`config.mk`:
```
export PLATFORM = sky130hd
export DESIGN_NAME = lct_eval
export DESIGN_NICKNAME = d
export VERILOG_FILES = /design/src/hw/rtl/lct_pkg.sv /design/src/hw/rtl/lct_eval.sv
export SDC_FILE = /design/constraint.sdc
export NUM_CORES = 2
export LEC_CHECK = 0
export ABC_AREA = 1
export CAP_MARGIN = 20
export CORE_AREA = 5 5 338 340
export DETAILED_ROUTE_END_ITERATION = 16
export DIE_AREA = 0 0 343 345
export DONT_BUFFER_PORTS = 1
export PLACE_DENSITY = 0.67
export REMOVE_ABC_BUFFERS = 1
export SYNTH_ARGS = -nofsm -noshare
export SYNTH_HDL_FRONTEND = slang
export SYNTH_SLANG_ARGS = --single-unit
```
`constraint.sdc`:
```
create_clock -name clock -period 4.4 [get_ports clock]
set_input_delay 0.22 -clock clock [delete_from_list [all_inputs] [get_ports clock]]
set_output_delay 0.22 -clock clock [all_outputs]
set_load 0.02 [all_outputs]
```
`src/hw/rtl/lct_pkg.sv`:
```
// ---------------------------------------------------------------------------
// Li Chao minimum line tree package
// Shared constants, transaction types, node layout and state encoding.
// ---------------------------------------------------------------------------
package lct_pkg;

   localparam int X_BITS     = 10;
   localparam int IDX_W      = X_BITS + 1;
   localparam int NODE_COUNT = 2 ** IDX_W;

   localparam int OP_W    = 2;
   localparam int SLOPE_W = 32;
   localparam int ICPT_W  = 48;
   localparam int QX_W    = 10;
   localparam int MIN_W   = 50;
   localparam int EPOCH_W = 4;

   localparam int CMP_W  = (X_BITS > QX_W) ? X_BITS : QX_W;
   localparam int COEF_W = SLOPE_W + 1;
   localparam int ADD_W  = ICPT_W + 1;
   localparam int PROD_W = COEF_W + CMP_W + 1;
   localparam int SUM_W  = ((PROD_W > ADD_W) ? PROD_W : ADD_W) + 1;

   localparam logic signed [MIN_W-1:0] MIN_POS = {1'b0, {(MIN_W-1){1'b1}}};
   localparam logic signed [MIN_W-1:0] MIN_NEG = {1'b1, {(MIN_W-1){1'b0}}};

   typedef enum logic [OP_W-1:0] {
      OP_INSERT = 2'd0,
      OP_QUERY  = 2'd1,
      OP_CLEAR  = 2'd2
   } op_type;

   typedef enum logic [2:0] {
      ST_SWEEP,
      ST_IDLE,
      ST_EVAL,
      ST_DECIDE,
      ST_QACC,
      ST_RESP
   } state_type;

   typedef struct packed {
      logic [OP_W-1:0]           operation;
      logic signed [SLOPE_W-1:0] slope;
      logic signed [ICPT_W-1:0]  intercept;
      logic [QX_W-1:0]           query_x;
   } req_type;

   typedef struct packed {
      logic signed [MIN_W-1:0] min_value;
      logic                    empty_res;
   } rsp_type;

   typedef struct packed {
      logic [EPOCH_W-1:0]        tag;
      logic signed [SLOPE_W-1:0] slope;
      logic signed [ICPT_W-1:0]  intercept;
   } node_type;

   typedef struct packed {
      logic             en;
      logic [IDX_W-1:0] addr;
      node_type         data;
   } mem_wr_type;

   typedef struct packed {
      logic             en;
      logic [IDX_W-1:0] addr;
   } mem_rd_type;

   typedef struct packed {
      logic signed [COEF_W-1:0] coef;
      logic signed [ADD_W-1:0]  addend;
      logic [CMP_W-1:0]         x0;
      logic [CMP_W-1:0]         x1;
      logic [CMP_W-1:0]         x2;
   } eval_req_type;

   typedef struct packed {
      logic signed [SUM_W-1:0] sum0;
      logic signed [SUM_W-1:0] sum1;
      logic signed [SUM_W-1:0] sum2;
   } eval_res_type;

endpackage

```
`src/hw/rtl/lct_eval.sv`:
```
// ---------------------------------------------------------------------------
// Li Chao line evaluator
// Three registered products coef*x with a shared addend, summed on output.
// ---------------------------------------------------------------------------
module lct_eval import lct_pkg::*; (
   input  logic         clock,
   input  eval_req_type eval_req,
   output eval_res_type eval_res
);

   logic signed [PROD_W-1:0] prod0_ff, prod0_in;
   logic signed [PROD_W-1:0] prod1_ff, prod1_in;
   logic signed [PROD_W-1:0] prod2_ff, prod2_in;
   logic signed [ADD_W-1:0]  addend_ff, addend_in;

   always_comb begin
      prod0_in  = $signed(eval_req.coef) * $signed({1'b0, eval_req.x0});
      prod1_in  = $signed(eval_req.coef) * $signed({1'b0, eval_req.x1});
      prod2_in  = $signed(eval_req.coef) * $signed({1'b0, eval_req.x2});
      addend_in = eval_req.addend;
   end

   always_ff @(posedge clock) begin
      prod0_ff  <= prod0_in;
      prod1_ff  <= prod1_in;
      prod2_ff  <= prod2_in;
      addend_ff <= addend_in;
   end

   assign eval_res.sum0 = SUM_W'(prod0_ff) + SUM_W'(addend_ff);
   assign eval_res.sum1 = SUM_W'(prod1_ff) + SUM_W'(addend_ff);
   assign eval_res.sum2 = SUM_W'(prod2_ff) + SUM_W'(addend_ff);

endmodule

```
Word-level counts from Yosys, hierarchy flattened
Index checks and enable logic that the tools add are counted.
Widths: inputs -> output; s select.
- bits in registers: 181
- output and inout bits: 150
- multiply operators: 3
- $add $sub $neg: 3
- operators with widths (operator ; number):
    $add 44x49->50 ; 3
    $mul 33x11->44 ; 3

Depth between registers and ports, before layout
- depth in word-level cells: 1
- depth in mapped cells: 26

Worst setup path after synthesis
Ideal clock, no wire load.
- kind: input -> register
- from: input eval_req[22] (netlist name)
- to: register prod0_ff[28]
- path slack: -0.280 ns
- data arrival time: 4.568 ns
- stages: 22
- path buffers: 2
- library setup time: 0.112 ns
- required time: 4.288 ns
- cell sequence: clkbuf_1 -> clkbuf_1 -> nand2_1 -> fa_1 -> inv_1 -> fa_1 -> inv_1 -> fa_1 -> fa_1 -> fa_1 -> inv_1 -> ha_1 -> nand2_1 -> inv_1 -> a21oi_1 -> inv_1 -> a21oi_1 -> nor2_1 -> nor2_1 -> nand2_1 -> nand2_1 -> nand2_1
- cells in the longest elaborated chain, start to end: 1
- ends and longest elaborated chain (element ; line ; text):
    from (decl) ; lct_eval.sv:7 ; input eval_req_type eval_req,
    $mul 33x11->44 ; lct_eval.sv:17 ; prod0_in = $signed(eval_req.coef) * $signed({1'b0, eval_req.x0});
    named net prod0_in[28] ; lct_eval.sv:11 ; logic signed [PROD_W-1:0] prod0_ff, prod0_in;
    to (signal assigned) ; lct_eval.sv:24 ; prod0_ff <= prod0_in;
    to (decl) ; lct_eval.sv:11 ;
The timed path passes the listed nets, and every way through them passes these cells.

Worst setup path in the final report
- from: input eval_req[102] (netlist name)
- to: register prod0_ff[31]
The elaborated chain is that of the path after synthesis.

==> results.tsv <==
metric	value	unit
GRT met2 Usage	49.7	%
Least-Margin Pin Slew	0.951	ns
# DRC	0	
Clock transition at path regs	0.09	ns
largest net degree at the start of global routing	34	
drt first pass iters	8	
Core ar.	111000	µm²
Area contributors post-synth	fa_1 (31%), nand2_1 (20%), inv_1 (16%)	
most frequent cells in the layout	nand2_1 (2968), inv_1 (2385), fa_1 (845), nor2_1 (461), ha_1 (427)	
commonest non-fill, non-tap cell in the layout	nand2_1	
yosys warns	0	
share of layout cells above drive strength 1	5.11	%
FFs w/ async S/R, synth	0	%
WS Path Type	primary input to register	
WL final	191	mm
Final Wtd Congestion	1.01	
Routed Antenna Nets	0	
crit start category	primary input	
first-pass GRT wire length	298	mm
fmax	234	MHz
num rows	123	
nets	10031	
CTS Buf Count	17	
Final Hold Viols	0	
chip height	345	µm
Primary FF master, synth	dfxtp_1	
worst hold-check path type	primary input to register	
vias	51099	
vias in the first global route	51595	
hold_ws	0.0386	ns
crit-path cells	nand2_1, fa_1, fa_1, inv_1, fa_1, fa_1, inv_1, fa_1, inv_1, ha_1, nand2_1, inv_1, nand2_1, nand3_1, buf_4, nand2_1, nand2_1, nor2_1, nand2_1, nand2_1, nand2_1	
Top delay family on crit path	adder cells	
met3 usage	4.55	%
GR Overflow Total	0	
slowest CP cell	fa_1	
Starting Density	49.5	%
post-synthesis register bit count	181	
GR peak layer	met2	
drt via density	5.03	
post-synth top area share	30.8	%
syn_area_per_cell	6.45	µm²
fillers	11353	
CP Capture Type	register	
Critical Path Fanout Max	30	
number of max-cap violations	0	
Most Frequent Cell on Critical Path	nand2_1	
Yosys cell types	36	
initial antenna violation count	0	
Clock Tree Root	clkbuf_16	
Synth Cell Area	55100	µm²
1st-iter DRT viols	4031	
worst rel slew slack	36.2	%
GR Util All Layers	32.4	%
Setup TNS	0	ns
dpl hpwl	160	mm
DR WL/cell	18.8	µm
period utilization	97.1	%
M1 GR Usage	46.5	%
area of the multi-input gates	41700	µm²
Syn Inst Count	8533	
# IOs	263	
Register Area	3620	µm²
# setup viols final	0	
Final Slew Violations	0	
register area share after synthesis	6.58	%
Die X	343	µm
status	finished, final reports clean	
port buffer count	0	
Finished Core Util	53.3	%
Area growth, synth to finish	7.61	%
Crit path arrival time	4.60	ns
Tmin final	4.27	ns
CP required	4.72	ns
CTS tree	yes	
Max Root-Sink Buffers	2	
Largest stage delay, worst path	0.52	ns
worst path bufs/invs	5	
die area	118000	µm²
# clock sinks	181	
Post-synth EDFFs	0	
H-tree depth	4	
area leader, netlist	fa_1	
tightest hold or removal path: cells and delay by family:
family | cells | cell delay (ns)
buffers and inverters | 1 | 0.06
adders and majority gates | 1 | 0.12
and+or+nand+nor | 1 | 0.05
state kept, by name (all words and copies together) (netlist names):
name and flops:
addend_ff 49, prod0_ff 44, prod2_ff 44, prod1_ff 44
cell usage after synthesis (all sizes together), types with 42 or more instances:
cell / instances
ha: 432
o21ai: 88
inv: 2394
nand4: 96
nand3: 240
nor3: 42
xor2: 114
nor2: 513
a21oi: 247
xnor2: 47
clkbuf: 219
nand2: 3002
fa: 846
dfxtp: 181
timing repair:
action,CTS,global route
hold endpoints to repair,55,0
endpoints found under the setup margin,0,17
hold buffers,57,0
setup buffers,0,0
gates resized for setup,0,23
per-layer routing:
layer  vias up  share of wire [%]
met5         -                  0
met3       281                7.8
li1      24675                  -
met2      1895                 43
met4         0                4.5
met1     24248                 45
worst paths after layout:
| kind | startpoint | depth (start not counted) | slack (ns) | to |
|---|---|---|---|---|
| min | eval_req[1] | 3 | 0.04 | prod2_ff[1]$_DFF_P_ |
| max | eval_req[102] | 21 | 0.13 | prod0_ff[31]$_DFF_P_ |
cells by family after synthesis:
kind of cell	after synthesis	synth area share [%]
AO/OA/AOI/OAI	387	3.85
XOR/XNOR	161	2.56
adder cells (fa/ha/maj)	1278	40.6
buffers and inverters	2614	17.8
flip-flops	181	6.58
AND/OR/NAND/NOR	3912	28.6
cell type report:
type | instances | share of cell area, %
Antenna cell | 2 | 0.00845
Inverter | 2395 | 15.2
Clock inverter | 14 | 0.298
Sequential cell | 181 | 6.11
Timing Repair Buffer | 307 | 4.13
Multi-Input combinational cell | 5738 | 70.4
Tap cell | 1500 | 3.17
Clock buffer | 18 | 0.741
per-stage QoR:
step | setup WS [ns] | cells | area, µm²
after floorplan | 0.165 | 8314 | 54200
after global placement | -0.332 | 10064 | 58000
after detailed placement | -0.291 | 10064 | 58000
after CTS | 0.203 | 10153 | 59200
after global routing | -0.00753 | 10153 | 59300
final | 0.128 | 10155 | 59300
Power is left out: the tool's default activity adds up to more than one toggle a clock period on the data nets, which glitch-free logic cannot reach.
