[src/hw/rtl/lct_pkg.sv]
// ---------------------------------------------------------------------------
// Li Chao minimum line tree package
// Shared constants, transaction types, node layout and state encoding.
// ---------------------------------------------------------------------------
package lct_pkg;

   localparam int X_BITS     = 10;
   localparam int IDX_W      = X_BITS + 1;
   localparam int NODE_COUNT = 2 ** IDX_W;

   localparam int OP_W    = 2;
   localparam int SLOPE_W = 32;
   localparam int ICPT_W  = 48;
   localparam int QX_W    = 10;
   localparam int MIN_W   = 50;
   localparam int EPOCH_W = 4;

   localparam int CMP_W  = (X_BITS > QX_W) ? X_BITS : QX_W;
   localparam int COEF_W = SLOPE_W + 1;
   localparam int ADD_W  = ICPT_W + 1;
   localparam int PROD_W = COEF_W + CMP_W + 1;
   localparam int SUM_W  = ((PROD_W > ADD_W) ? PROD_W : ADD_W) + 1;

   localparam logic signed [MIN_W-1:0] MIN_POS = {1'b0, {(MIN_W-1){1'b1}}};
   localparam logic signed [MIN_W-1:0] MIN_NEG = {1'b1, {(MIN_W-1){1'b0}}};

   typedef enum logic [OP_W-1:0] {
      OP_INSERT = 2'd0,
      OP_QUERY  = 2'd1,
      OP_CLEAR  = 2'd2
   } op_type;

   typedef enum logic [2:0] {
      ST_SWEEP,
      ST_IDLE,
      ST_EVAL,
      ST_DECIDE,
      ST_QACC,
      ST_RESP
   } state_type;

   typedef struct packed {
      logic [OP_W-1:0]           operation;
      logic signed [SLOPE_W-1:0] slope;
      logic signed [ICPT_W-1:0]  intercept;
      logic [QX_W-1:0]           query_x;
   } req_type;

   typedef struct packed {
      logic signed [MIN_W-1:0] min_value;
      logic                    empty_res;
   } rsp_type;

   typedef struct packed {
      logic [EPOCH_W-1:0]        tag;
      logic signed [SLOPE_W-1:0] slope;
      logic signed [ICPT_W-1:0]  intercept;
   } node_type;

   typedef struct packed {
      logic             en;
      logic [IDX_W-1:0] addr;
      node_type         data;
   } mem_wr_type;

   typedef struct packed {
      logic             en;
      logic [IDX_W-1:0] addr;
   } mem_rd_type;

   typedef struct packed {
      logic signed [COEF_W-1:0] coef;
      logic signed [ADD_W-1:0]  addend;
      logic [CMP_W-1:0]         x0;
      logic [CMP_W-1:0]         x1;
      logic [CMP_W-1:0]         x2;
   } eval_req_type;

   typedef struct packed {
      logic signed [SUM_W-1:0] sum0;
      logic signed [SUM_W-1:0] sum1;
      logic signed [SUM_W-1:0] sum2;
   } eval_res_type;

endpackage

[src/hw/rtl/lct_ctrl.sv]
// ---------------------------------------------------------------------------
// Li Chao tree controller
// Walks the tree one level per pass through ST_EVAL and ST_DECIDE or ST_QACC,
// inserts or accumulates the minimum, handles clears by epoch and sweeps the node tags after reset and on epoch wrap.
// ---------------------------------------------------------------------------
module lct_ctrl import lct_pkg::*; (
   input  logic         clock,
   input  logic         reset,
   input  logic         start,
   output logic         busy,
   input  req_type      req_data,
   output logic         rsp_strobe,
   output rsp_type      rsp_data,
   output mem_wr_type   mem_wr,
   output mem_rd_type   mem_rd,
   input  node_type     rd_data,
   output eval_req_type eval_req,
   input  eval_res_type eval_res
);

   state_type state_ff, state_in;
   logic                      is_query_ff, is_query_in;
   logic signed [SLOPE_W-1:0] cur_m_ff, cur_m_in;
   logic signed [ICPT_W-1:0]  cur_b_ff, cur_b_in;
   logic signed [SLOPE_W-1:0] node_m_ff, node_m_in;
   logic signed [ICPT_W-1:0]  node_b_ff, node_b_in;
   logic [QX_W-1:0]           qx_ff, qx_in;
   logic [IDX_W-1:0]          idx_ff, idx_in;
   logic [X_BITS-1:0]         lo_ff, lo_in;
   logic [X_BITS-1:0]         hi_ff, hi_in;
   logic signed [SUM_W-1:0]   best_ff, best_in;
   logic                      any_ff, any_in;
   logic [EPOCH_W-1:0]        epoch_ff, epoch_in;
   logic [IDX_W-1:0]          sweep_ff, sweep_in;
   logic                      rsp_strobe_ff, rsp_strobe_in;
   rsp_type                   rsp_data_ff, rsp_data_in;

   logic                    accept;
   logic [X_BITS:0]         mid_sum;
   logic [X_BITS-1:0]       mid;
   logic [CMP_W-1:0]        qx_ext;
   logic [CMP_W-1:0]        mid_ext;
   logic [IDX_W-1:0]        child_l;
   logic [IDX_W-1:0]        child_r;
   logic                    node_hit;
   logic                    at_leaf;
   logic                    bl, bm, bh;
   logic                    ins_left, ins_right;
   logic                    q_left, q_right;
   logic                    take;
   logic                    epoch_wrap;
   logic                    sweep_last;
   logic signed [MIN_W-1:0] sat_val;

   assign accept     = start && (state_ff == ST_IDLE);
   assign busy       = (state_ff != ST_IDLE);
   assign mid_sum    = {1'b0, lo_ff} + {1'b0, hi_ff};
   assign mid        = mid_sum[X_BITS:1];
   assign qx_ext     = CMP_W'(qx_ff);
   assign mid_ext    = CMP_W'(mid);
   assign child_l    = {idx_ff[IDX_W-2:0], 1'b0};
   assign child_r    = {idx_ff[IDX_W-2:0], 1'b1};
   assign node_hit   = (rd_data.tag == epoch_ff);
   assign at_leaf    = (lo_ff >= hi_ff) || idx_ff[IDX_W-1];
   assign bl         = eval_res.sum0[SUM_W-1];
   assign bm         = eval_res.sum1[SUM_W-1];
   assign bh         = eval_res.sum2[SUM_W-1];
   assign ins_left   = (bl != bm);
   assign ins_right  = (bl == bm) && (bh != bm);
   assign q_left     = (qx_ext < mid_ext);
   assign q_right    = (qx_ext > mid_ext);
   assign take       = !any_ff || (eval_res.sum1 < best_ff);
   assign epoch_wrap = &epoch_ff;
   assign sweep_last = (sweep_ff == IDX_W'(NODE_COUNT - 1));

   always_comb begin
      if (best_ff > SUM_W'(MIN_POS)) begin
         sat_val = MIN_POS;
      end else if (best_ff < SUM_W'(MIN_NEG)) begin
         sat_val = MIN_NEG;
      end else begin
         sat_val = best_ff[MIN_W-1:0];
      end
   end

   always_comb begin
      state_in = state_ff;
      case (state_ff)
         ST_SWEEP: begin
            state_in = sweep_last ? ST_IDLE : ST_SWEEP;
         end
         ST_IDLE: begin
            if (accept) begin
               case (req_data.operation)
                  OP_INSERT: state_in = ST_EVAL;
                  OP_QUERY:  state_in = ST_EVAL;
                  OP_CLEAR:  state_in = epoch_wrap ? ST_SWEEP : ST_IDLE;
                  default:   state_in = ST_IDLE;
               endcase
            end
         end
         ST_EVAL: begin
            if (!node_hit) begin
               state_in = is_query_ff ? ST_RESP : ST_IDLE;
            end else begin
               state_in = is_query_ff ? ST_QACC : ST_DECIDE;
            end
         end
         ST_DECIDE: begin
            state_in = (!at_leaf && (ins_left || ins_right)) ? ST_EVAL : ST_IDLE;
         end
         ST_QACC: begin
            state_in = (!at_leaf && (q_left || q_right)) ? ST_EVAL : ST_RESP;
         end
         ST_RESP: begin
            state_in = ST_IDLE;
         end
         default: begin
            state_in = ST_IDLE;
         end
      endcase
   end

   always_comb begin
      is_query_in   = is_query_ff;
      cur_m_in      = cur_m_ff;
      cur_b_in      = cur_b_ff;
      node_m_in     = node_m_ff;
      node_b_in     = node_b_ff;
      qx_in         = qx_ff;
      idx_in        = idx_ff;
      lo_in         = lo_ff;
      hi_in         = hi_ff;
      best_in       = best_ff;
      any_in        = any_ff;
      epoch_in      = epoch_ff;
      sweep_in      = sweep_ff;
      rsp_strobe_in = 1'b0;
      rsp_data_in   = rsp_data_ff;

      mem_wr.en             = 1'b0;
      mem_wr.addr           = idx_ff;
      mem_wr.data.tag       = epoch_ff;
      mem_wr.data.slope     = cur_m_ff;
      mem_wr.data.intercept = cur_b_ff;
      mem_rd.en             = 1'b0;
      mem_rd.addr           = idx_ff;

      if (is_query_ff) begin
         eval_req.coef   = COEF_W'(rd_data.slope);
         eval_req.addend = ADD_W'(rd_data.intercept);
         eval_req.x1     = qx_ext;
      end else begin
         eval_req.coef   = COEF_W'(cur_m_ff) - COEF_W'(rd_data.slope);
         eval_req.addend = ADD_W'(cur_b_ff) - ADD_W'(rd_data.intercept);
         eval_req.x1     = mid_ext;
      end
      eval_req.x0 = CMP_W'(lo_ff);
      eval_req.x2 = CMP_W'(hi_ff);

      case (state_ff)
         ST_SWEEP: begin
            mem_wr.en   = 1'b1;
            mem_wr.addr = sweep_ff;
            mem_wr.data = '0;
            sweep_in    = sweep_ff + 1'b1;
            if (sweep_last) begin
               epoch_in = EPOCH_W'(1);
            end
         end
         ST_IDLE: begin
            if (accept) begin
               is_query_in = (req_data.operation == OP_QUERY);
               cur_m_in    = req_data.slope;
               cur_b_in    = req_data.intercept;
               qx_in       = req_data.query_x;
               idx_in      = IDX_W'(1);
               lo_in       = '0;
               hi_in       = '1;
               best_in     = '0;
               any_in      = 1'b0;
               case (req_data.operation)
                  OP_INSERT, OP_QUERY: begin
                     mem_rd.en   = 1'b1;
                     mem_rd.addr = IDX_W'(1);
                  end
                  OP_CLEAR: begin
                     if (epoch_wrap) begin
                        sweep_in = '0;
                     end else begin
                        epoch_in = epoch_ff + 1'b1;
                     end
                  end
                  default: begin
                  end
               endcase
            end
         end
         ST_EVAL: begin
            node_m_in = rd_data.slope;
            node_b_in = rd_data.intercept;
            if (!node_hit && !is_query_ff) begin
               mem_wr.en = 1'b1;
            end
         end
         ST_DECIDE: begin
            if (bm) begin
               mem_wr.en = 1'b1;
               cur_m_in  = node_m_ff;
               cur_b_in  = node_b_ff;
            end
            if (!at_leaf) begin
               if (ins_left) begin
                  idx_in      = child_l;
                  hi_in       = mid - 1'b1;
                  mem_rd.en   = 1'b1;
                  mem_rd.addr = child_l;
               end else if (ins_right) begin
                  idx_in      = child_r;
                  lo_in       = mid + 1'b1;
                  mem_rd.en   = 1'b1;
                  mem_rd.addr = child_r;
               end
            end
         end
         ST_QACC: begin
            any_in = 1'b1;
            if (take) begin
               best_in = eval_res.sum1;
            end
            if (!at_leaf) begin
               if (q_left) begin
                  idx_in      = child_l;
                  hi_in       = mid - 1'b1;
                  mem_rd.en   = 1'b1;
                  mem_rd.addr = child_l;
               end else if (q_right) begin
                  idx_in      = child_r;
                  lo_in       = mid + 1'b1;
                  mem_rd.en   = 1'b1;
                  mem_rd.addr = child_r;
               end
            end
         end
         ST_RESP: begin
            rsp_strobe_in         = 1'b1;
            rsp_data_in.empty_res = !any_ff;
            rsp_data_in.min_value = any_ff ? sat_val : '0;
         end
         default: begin
         end
      endcase
   end

   always_ff @(posedge clock) begin
      if (reset) begin
         state_ff      <= ST_SWEEP;
         sweep_ff      <= '0;
         epoch_ff      <= EPOCH_W'(1);
         rsp_strobe_ff <= 1'b0;
      end else begin
         state_ff      <= state_in;
         sweep_ff      <= sweep_in;
         epoch_ff      <= epoch_in;
         rsp_strobe_ff <= rsp_strobe_in;
      end
   end

   always_ff @(posedge clock) begin
      is_query_ff <= is_query_in;
      cur_m_ff    <= cur_m_in;
      cur_b_ff    <= cur_b_in;
      node_m_ff   <= node_m_in;
      node_b_ff   <= node_b_in;
      qx_ff       <= qx_in;
      idx_ff      <= idx_in;
      lo_ff       <= lo_in;
      hi_ff       <= hi_in;
      best_ff     <= best_in;
      any_ff      <= any_in;
      rsp_data_ff <= rsp_data_in;
   end

   assign rsp_strobe = rsp_strobe_ff;
   assign rsp_data   = rsp_data_ff;

endmodule

[config.mk]
export PLATFORM = sky130hd
export DESIGN_NAME = lct_ctrl
export DESIGN_NICKNAME = d
export VERILOG_FILES = /design/src/hw/rtl/lct_pkg.sv /design/src/hw/rtl/lct_ctrl.sv
export SDC_FILE = /design/constraint.sdc
export NUM_CORES = 1
export LEC_CHECK = 0
export BUFFER_PORTS_ARGS = -buffer_cell sky130_fd_sc_hd__buf_2
export CORE_MARGIN = 2
export CORE_UTILIZATION = 30
export DETAILED_ROUTE_END_ITERATION = 10
export GPL_ROUTABILITY_DRIVEN = 1
export SYNTH_ARGS = -nofsm -noshare
export SYNTH_HDL_FRONTEND = slang
export SYNTH_SLANG_ARGS = --single-unit
[constraint.sdc]
create_clock -name clock -period 11.32 [get_ports clock]
set_input_delay 1.698 -clock clock [delete_from_list [all_inputs] [get_ports clock]]
set_output_delay 1.698 -clock clock [all_outputs]
set_load 0.01 [all_outputs]
* Yosys cells after proc, flatten, opt, wreduce, memory -nomap -nowiden
Cells that the tools add are included. Widths: inputs -> output; s select.
Storage, ports and cells: register bits after elaboration 323
Cells by class: $add $sub $neg 7, magnitude comparators 6, equality and inequality tests 30, multiplexer cells 70, bitwise logic cells 1, reductions and logical operators 31
Operators with widths (number):
- $mux 50 | 3
- $mux 10 | 13
- $mux 11 | 10
- $pmux 50 s2 | 1
- $mux 12 | 8
- $mux 48 | 2
- $pmux 48 s2 | 1
- $mux 95 | 1
- $mux 82 | 1
- $mux 32 | 2
- $pmux 32 s2 | 1
- $pmux 10 s3 | 2
- $gt 50x50->1 const B | 1
- $lt 50x50->1 | 1
- $lt 50x50->1 const B | 1
- $mux 49 | 1
- $sub 48x48->49 | 1
- $pmux 12 s3 | 1
- $pmux 11 s3 | 1
- $sub 32x32->33 | 1
- $ne 2x2->1 const B | 14
- $pmux 11 s2 | 1
- $mux 4 | 4
- $mux 3 | 5
- 42 further kinds | 68

* Logic depth before layout (Yosys ltp)
Gate-level depths: netlist of the first run.
word-level depth 6, gate-level depth with buffers 19, depth with buffers taken out 17

* Worst setup path before layout of the first run
OpenSTA, ideal clock, no wires.
path kind flip-flop to output port, start point register state_ff[1], end point output port mem_wr[95] in the netlist's numbering, arrival 7245 ps, path slack 2377 ps, cell stages (with the launch flop) 5, cells stage by stage dfxtp_1 clkbuf_1 nor3b_1 nand3_1 nand3_1
RTL lines:
- from (decl) | line lct_ctrl.sv:21 | state_type state_ff, state_in;
- from (signal assigned) | line lct_ctrl.sv:262 | state_ff <= state_in;
- to (decl) | line lct_ctrl.sv:14 | output mem_wr_type mem_wr,

==> results of run 1 <==
metrics by stage:
| step | utilization [%] | std cells | hold slack (ns) |
|---|---|---|---|
| 2_1_floorplan | - | 2281 | 0.470 |
| 6_report | 37.1 | 3716 | 0.501 |
| 4_1_cts | 37.1 | 3710 | 0.506 |
| 5_1_grt | 37.1 | 3711 | 0.524 |
| 3_3_place_gp | 35.2 | 3637 | 0.486 |
| 3_5_place_dp | 35.2 | 3637 | 0.491 |
power by group:
group          internal, mW  leakage, nW  switching, mW
clock network         0.805        0.664          0.558
logic                 0.206         8.32          0.322
registers              1.33         2.88         0.0132
total                  2.34         11.9          0.893
final cells by class:
| class | count | area (um2) | area share (%) |
|---|---|---|---|
| flip-flops and latches | 323 | 9510 | 36.6 |
| clock buffers | 45 | 1040 | 4.01 |
| diodes | 6 | 15.0 | 0.0578 |
| well taps | 940 | 1180 | 4.53 |
| inverters | 186 | 698 | 2.69 |
| repair buffers | 517 | 2620 | 10.1 |
| multi-input cells | 1671 | 10600 | 40.7 |
| clock inverters | 28 | 333 | 1.28 |
metal layers:
layer	GRT usage, %	share of wire [%]	vias up
met5	0	0.082	-
met4	4.37	2.0	8
met3	4.26	7.4	91
met2	31.5	48	592
met1	24.0	42	8680
li1	-	-	8954
state kept, by name (all words and copies together), names as in the netlist:
register,count
epoch_ff,4
hi_ff,10
idx_ff,11
sweep_ff,11
node_m_ff,32
best_ff,50
is_query_ff,1
cur_b_ff,48
state_ff,3
lo_ff,10
node_b_ff,48
rsp_strobe,1
cur_m_ff,32
qx_ext,10
rsp_data,51
any_ff,1
cell families after synthesis:
| group | share of synthesized area [%] |
|---|---|
| AND/OR/NAND/NOR | 20.6 |
| AO/OA/AOI/OAI | 14.8 |
| flip-flops | 45.0 |
| buffers and inverters | 5.20 |
| adder cells (fa/ha/maj) | 9.76 |
| XOR/XNOR | 3.91 |
| multiplexers | 0.728 |
worst min-delay path: stages (launching register included):
cell and delay [ns]:
edfxtp_1 0.32, nand2_1 0.04, nand2_1 0.04
cell usage in the layout, fill, tap and decap left out, drive strengths merged, types with 10 or more instances in the layout:
cell type,instances
a211oi,16
a21o,62
a21oi,120
a22o,12
a31oi,10
and2,102
and3,64
buf,517
clkbuf,45
clkinv,21
dfxtp,19
edfxtp,304
ha,160
inv,185
mux2i,12
nand2,437
nand2b,15
nand3,40
nand4,34
nor2,150
nor2b,20
nor3,20
nor4,10
o211ai,11
o21a,16
o21ai,129
o21bai,12
o22ai,12
o31ai,17
or3,12
xnor2,46
xor2,41
worst paths after layout:
| path | slack [ns] | cells past startpoint | endpoint | from |
|---|---|---|---|---|
| worst max-delay path | 3.87 | 18 | mem_rd[10] | hi_ff[0] |
| worst min-delay path | 0.50 | 2 | cur_b_ff[39] | node_b_ff[39] |
| worst max register to register | 6.37 | 17 | state_ff[1] | hi_ff[0] |
| worst min register to register | 0.50 | 2 | cur_b_ff[39] | node_b_ff[39] |
==> run metrics, run 1 <==
outcome=completed; Netlist Area Pre-Place=21,100 um2; residual DRC count=0; Setup TNS=0 ns; Post-DP HPWL=52.6 mm; clk sink count=323; Hold Buf Count CTS=0; post-cts gate resize count=0; most frequent cell after synthesis=nand2_1; crit end category=output pin; CP arrival=5.75 ns; First-pass DRT Iterations=5; fin area=26,000 um2; most frequent CP cell=a21oi_1; largest net degree at the start of global routing=71; nets=3,232; skew final=0.0172 ns; Gate Count Post-Synth=2,281; CTS buffer count=41; TritonCTS clock tree=yes; Synth top area share=43.2%; I/O pin count=602; RSZ-0062 raised after global routing=no; critical-path cell list=ha_1, fa_1, nand2b_4, a21oi_1, nor2_1, xor2_1, inv_1, ha_1, a21oi_1, a21oi_1, a31oi_1, nand3_1, a2111oi_2, o41ai_2, a21oi_1, a31oi_1, nor2_1, buf_2; Slew Limit Headroom=25.4%; worst-path fanout max=11; GRT Total Usage=18.6%; Post-Syn Nets=2,773; Setup CP Type=flip-flop to output pin; Worst Path Required=9.62 ns; root buffer cell=clkbuf_16; Initial Utilization=30.2%; initial drt markers=1,316; post-synthesis sequential area ratio=45.0%; Max Root-Sink Buffers=3; FP Rows=97; initial antenna violation count=10; Max Cap Viol=0; DR WL/cell=18.9 um; top cells by count, synth=437 x nand2_1, 304 x edfxtp_1, 183 x inv_1, 160 x ha_1, 150 x nor2_1; pwr dens=124 nW/um2; Leakage=11.9 nW; Post-synth EDFFs=304; cell taking the most area after synthesis=edfxtp_1; main area contributors after synthesis=edfxtp_1 43%, ha_1 9.5%, nand2_1 7.8%; Reg clk slew, reported paths=0.06 ns; peak supply drop=91.9 uV; asr flop ratio synth=0%; FF+latch count, synth=323; Max Freq=0.134 GHz; top_reg_cell synth=edfxtp_1; Hold Crit Class=flip-flop to flip-flop; H-tree depth=2; Hold Violations, Final=0; Slowest-stage cell, CP=a21oi_1; Critical Path Source Type=flip-flop; Yosys cell types=93; Die X=269 um; Slew Viols, Final=0; routed wire length=70.4 mm; Slew @ Worst Pin=1.12 ns; vias=18,300; Die H=269 um; min Tclk post-route=7.45 ns; post-placement worst setup slack=4.47 ns; vias per inst=4.93; first-pass GRT wire length=105 mm; CORE AREA=69,900 um2; vias in the first global route=17,700; CP bufs+invs=2; Power, Total=3.23 mW; share of layout cells above drive strength 1=22.8%; final setup vio count=0; Setup Buffers After CTS=0; post-route setup slack=3.87 ns; Avg Inst Size Synth=9.26 um2; die area=72,600 um2; cell family with most CP delay=compound AO/OA/AOI/OAI gates; CP max stage delay=0.84 ns; GPL Wtd Cong=0.869; GRT overflow=0; Area Growth Syn to Fin=22.9%; placed cell areas=24,600 um2; clk_lat worst skew=0.57 ns; PortBufs=503; fillcell total=7,198; YS warnings=0; Final ANT Viol Nets=0; fin crit share=65.8%
(Power assumes the default switching activity.)
==> inputs of run 2 (changes only) <==
Settings changed: ABC_AREA set to 1.
Clock period 11.32 ns to 6.7 ns, I/O delays scaled along.
==> run 2 against run 1 <==
  * Worst hold slack better by 0.0031 ns
  * Sequential share of layout area shrank 1.1 points
  * Non-clock buffer count up 1
  * Sequential power grew 64%
  * Die area is 2.9% higher
  * Largest cell class unchanged
==> run metrics, run 2 <==
outcome=completed; Gate Count Post-Synth=2,788 (+22%); Util after Layout=37.3% (+0.19 points); CP arrival=4.22 ns (-1.53 ns); I/O pin count=602 (unchanged); Max Cap Viol=0 (unchanged); number of flip-flops in the largest register=51 (unchanged); CP max stage delay=0.42 ns (-0.42 ns); Hold Buf Count CTS=0 (unchanged); Synth top area share=42.0% (-1.2 points); Setup Buffers After CTS=0 (unchanged); Slew @ Worst Pin=1.13 ns (+0.0182 ns); critical-path cell list=ha_1, fa_1, nand3_1, nand2_1, nand3_1, nand2_1, nand2_1, nand2_1, a21oi_1, ha_1, nand3_2, nor2_1, nor2_1, nand3_2, nand2_1, nand2_2, nand2_4, nand2_1, nand4_1, buf_2; top_reg_cell synth=edfxtp_1; FF/Latch Area=9510 um2 (about the same); Slew Limit Headroom=24.4% (-1.0 points); met3 Use GR=6.02% (+1.8 points); Hold Violations, Final=0 (unchanged); GRT Total Usage=19.5% (+0.87 points); Netlist Area Pre-Place=21,800 um2 (+3.0%); Worst Path Required=5.69 ns (-3.93 ns); TritonCTS clock tree=yes; vias=19,800 (+8.3%); Setup TNS=0 ns (unchanged); Area Growth Syn to Fin=22.9% (about the same); post-cts gate resize count=0 (unchanged); met2 Use GR=31.4% (-0.099 points); Max Freq=0.192 GHz; DR WL/cell=17.5 um (-7.7%); Reg clk slew, reported paths=0.05 ns (about the same); first-pass GRT wire length=111 mm (+5.3%); most frequent CP cell=nand2_1; pwr dens=185 nW/um2 (+49%); Slowest-stage cell, CP=edfxtp_1; final setup vio count=0 (unchanged); share of layout cells above drive strength 1=20.1% (-2.7 points); Yosys cell types=57 (-39%); GRT overflow=0 (unchanged); post-synthesis sequential area ratio=43.7% (-1.3 points); root buffer cell=clkbuf_16; busiest layer in global routing=met2; Post-DP HPWL=58.8 mm (+12%); Final ANT Viol Nets=0 (unchanged); Max Root-Sink Buffers=3 (unchanged); fin crit share=77.9%; initial drt markers=1,427 (+8.4%); FP Rows=98 (+1.0%); post-route setup slack=1.48 ns (-2.39 ns); routed wire length=74.7 mm (+6.2%); vias in the first global route=19,200 (+8.7%); CP bufs+invs=1 (-1); area of the multi-input gates=10,000 um2 (-5.3%); asr flop ratio synth=0% (unchanged); Critical Path Source Type=flip-flop; worst-path fanout max=10 (-1); top cells by count, synth=693 x nand2_1, 526 x inv_1, 304 x edfxtp_1, 284 x nor2_1, 160 x ha_1; residual DRC count=0 (unchanged); main area contributors after synthesis=edfxtp_1 42%, nand2_1 12%, ha_1 9.2%; nets=3,777 (+17%); die area=74,700 um2 (+2.9%); FF+latch count, synth=323 (unchanged); vias per inst=4.64 (-5.9%); RSZ-0062 raised after global routing=no; Die H=273 um (+1.5%); post-placement worst setup slack=1.86 ns (-2.61 ns); largest net degree at the start of global routing=86 (+21%); peak supply drop=186 uV (+100%); fin area=26,700 um2 (+2.9%); met1 global-route usage=25.1% (+1.1 points); Avg Inst Size Synth=7.80 um2 (-16%); Setup CP Type=flip-flop to output pin; Post-Syn Nets=3,280 (+18%); crit end category=output pin; Leakage=13.3 nW (+12%); most frequent cells in the layout=692 x nand2_1, 523 x inv_1, 503 x buf_2; Die X=273 um (+1.5%); H-tree depth=2 (unchanged); clk_lat worst skew=0.58 ns (about the same); YS warnings=0 (unchanged); placed cell areas=25,400 um2 (+3.2%); cell family with most CP delay=simple AND/OR/NAND/NOR gates; cell taking the most area after synthesis=edfxtp_1; Slew Viols, Final=0 (unchanged); PortBufs=503 (unchanged); initial antenna violation count=25 (+15); clk sink count=323 (unchanged); min Tclk post-route=5.22 ns; GPL Wtd Cong=0.920 (+6.0%); Hold Crit Class=flip-flop to flip-flop; CORE AREA=71,600 um2 (+2.4%); Post-synth EDFFs=304 (unchanged); fillcell total=7,615 (+5.8%); skew final=0.0243 ns (+0.00711 ns); most common cell after layout, fill and taps aside=nand2_1; First-pass DRT Iterations=5 (unchanged); Power, Total=4.94 mW (+53%); most frequent cell after synthesis=nand2_1; Initial Utilization=30.4% (+0.16 points); CTS buffer count=43 (+4.9%)
-- run 2: changes by cell type after synthesis, moves of 62 or more --
cell / previous run / this run
and3_1: 63 / 1
and2_1: 101 / 0
nand2_1: 437 / 693
nor2_1: 150 / 284
inv_1: 183 / 526
nand3_1: 40 / 129
-- run 2: path summary, 6_finish.rpt --
check | to | slack (ns) | startpoint | cells after the start
setup / recovery | mem_rd[9] | 1.48 | hi_ff[0] | 20
hold / removal | sweep_ff[1] | 0.50 | sweep_ff[1] | 2
setup reg to reg | hi_ff[0] | 2.47 | hi_ff[0] | 17
hold reg to reg | sweep_ff[1] | 0.50 | sweep_ff[1] | 2
-- run 2: layout make-up --
cell class / count / area share (%)
multi-input cells: 1861 / 37.5
flip-flops and latches: 323 / 35.6
clock inverters: 24 / 0.880
clock buffers: 50 / 4.12
well taps: 950 / 4.45
inverters: 538 / 7.56
repair buffers: 518 / 9.84
diodes: 12 / 0.112
-- run 2: kinds of logic after synthesis --
| group | count (synthesis) | synth area share [%] |
|---|---|---|
| compound gates | 419 | 10.9 |
| fa+ha+maj | 163 | 9.48 |
| flops | 323 | 43.7 |
| buf+inv | 604 | 10.4 |
| simple gates | 1251 | 24.3 |
| xor+xnor | 28 | 1.20 |
-- run 2: layer usage --
layer  vias to the layer above  part of all wire (%)  wire length [um]
met5                         -                  0.23               174
met4                        28                   2.7              2000
met3                       123                   9.0              6730
met2                       651                    44             33100
met1                      8973                    44             32700
li1                      10100                     -                 -
-- run 2: tightest hold or removal path, cell delays in order (launching register included) --
cell and delay, ns:
dfxtp_1 0.33, nand2_1 0.07, a21oi_1 0.05
-- run 2: through the flow --
| step | hold WS [ns] | cells |
|---|---|---|
| 2_1_floorplan | 0.469 | 2788 |
| 4_1_cts | 0.506 | 4264 |
| 6_report | 0.504 | 4276 |
| 3_5_place_dp | 0.498 | 4190 |
| 5_1_grt | 0.514 | 4268 |
| 3_3_place_gp | 0.494 | 4190 |
-- run 2: power breakdown --
| part | total, mW | internal [mW] | switching [mW] |
|---|---|---|---|
| Clock | 2.25 | 1.30 | 0.950 |
| Sequential | 2.20 | 2.19 | 0.00200 |
| Combinational | 0.498 | 0.195 | 0.303 |
| Total | 4.94 | 3.69 | 1.26 |
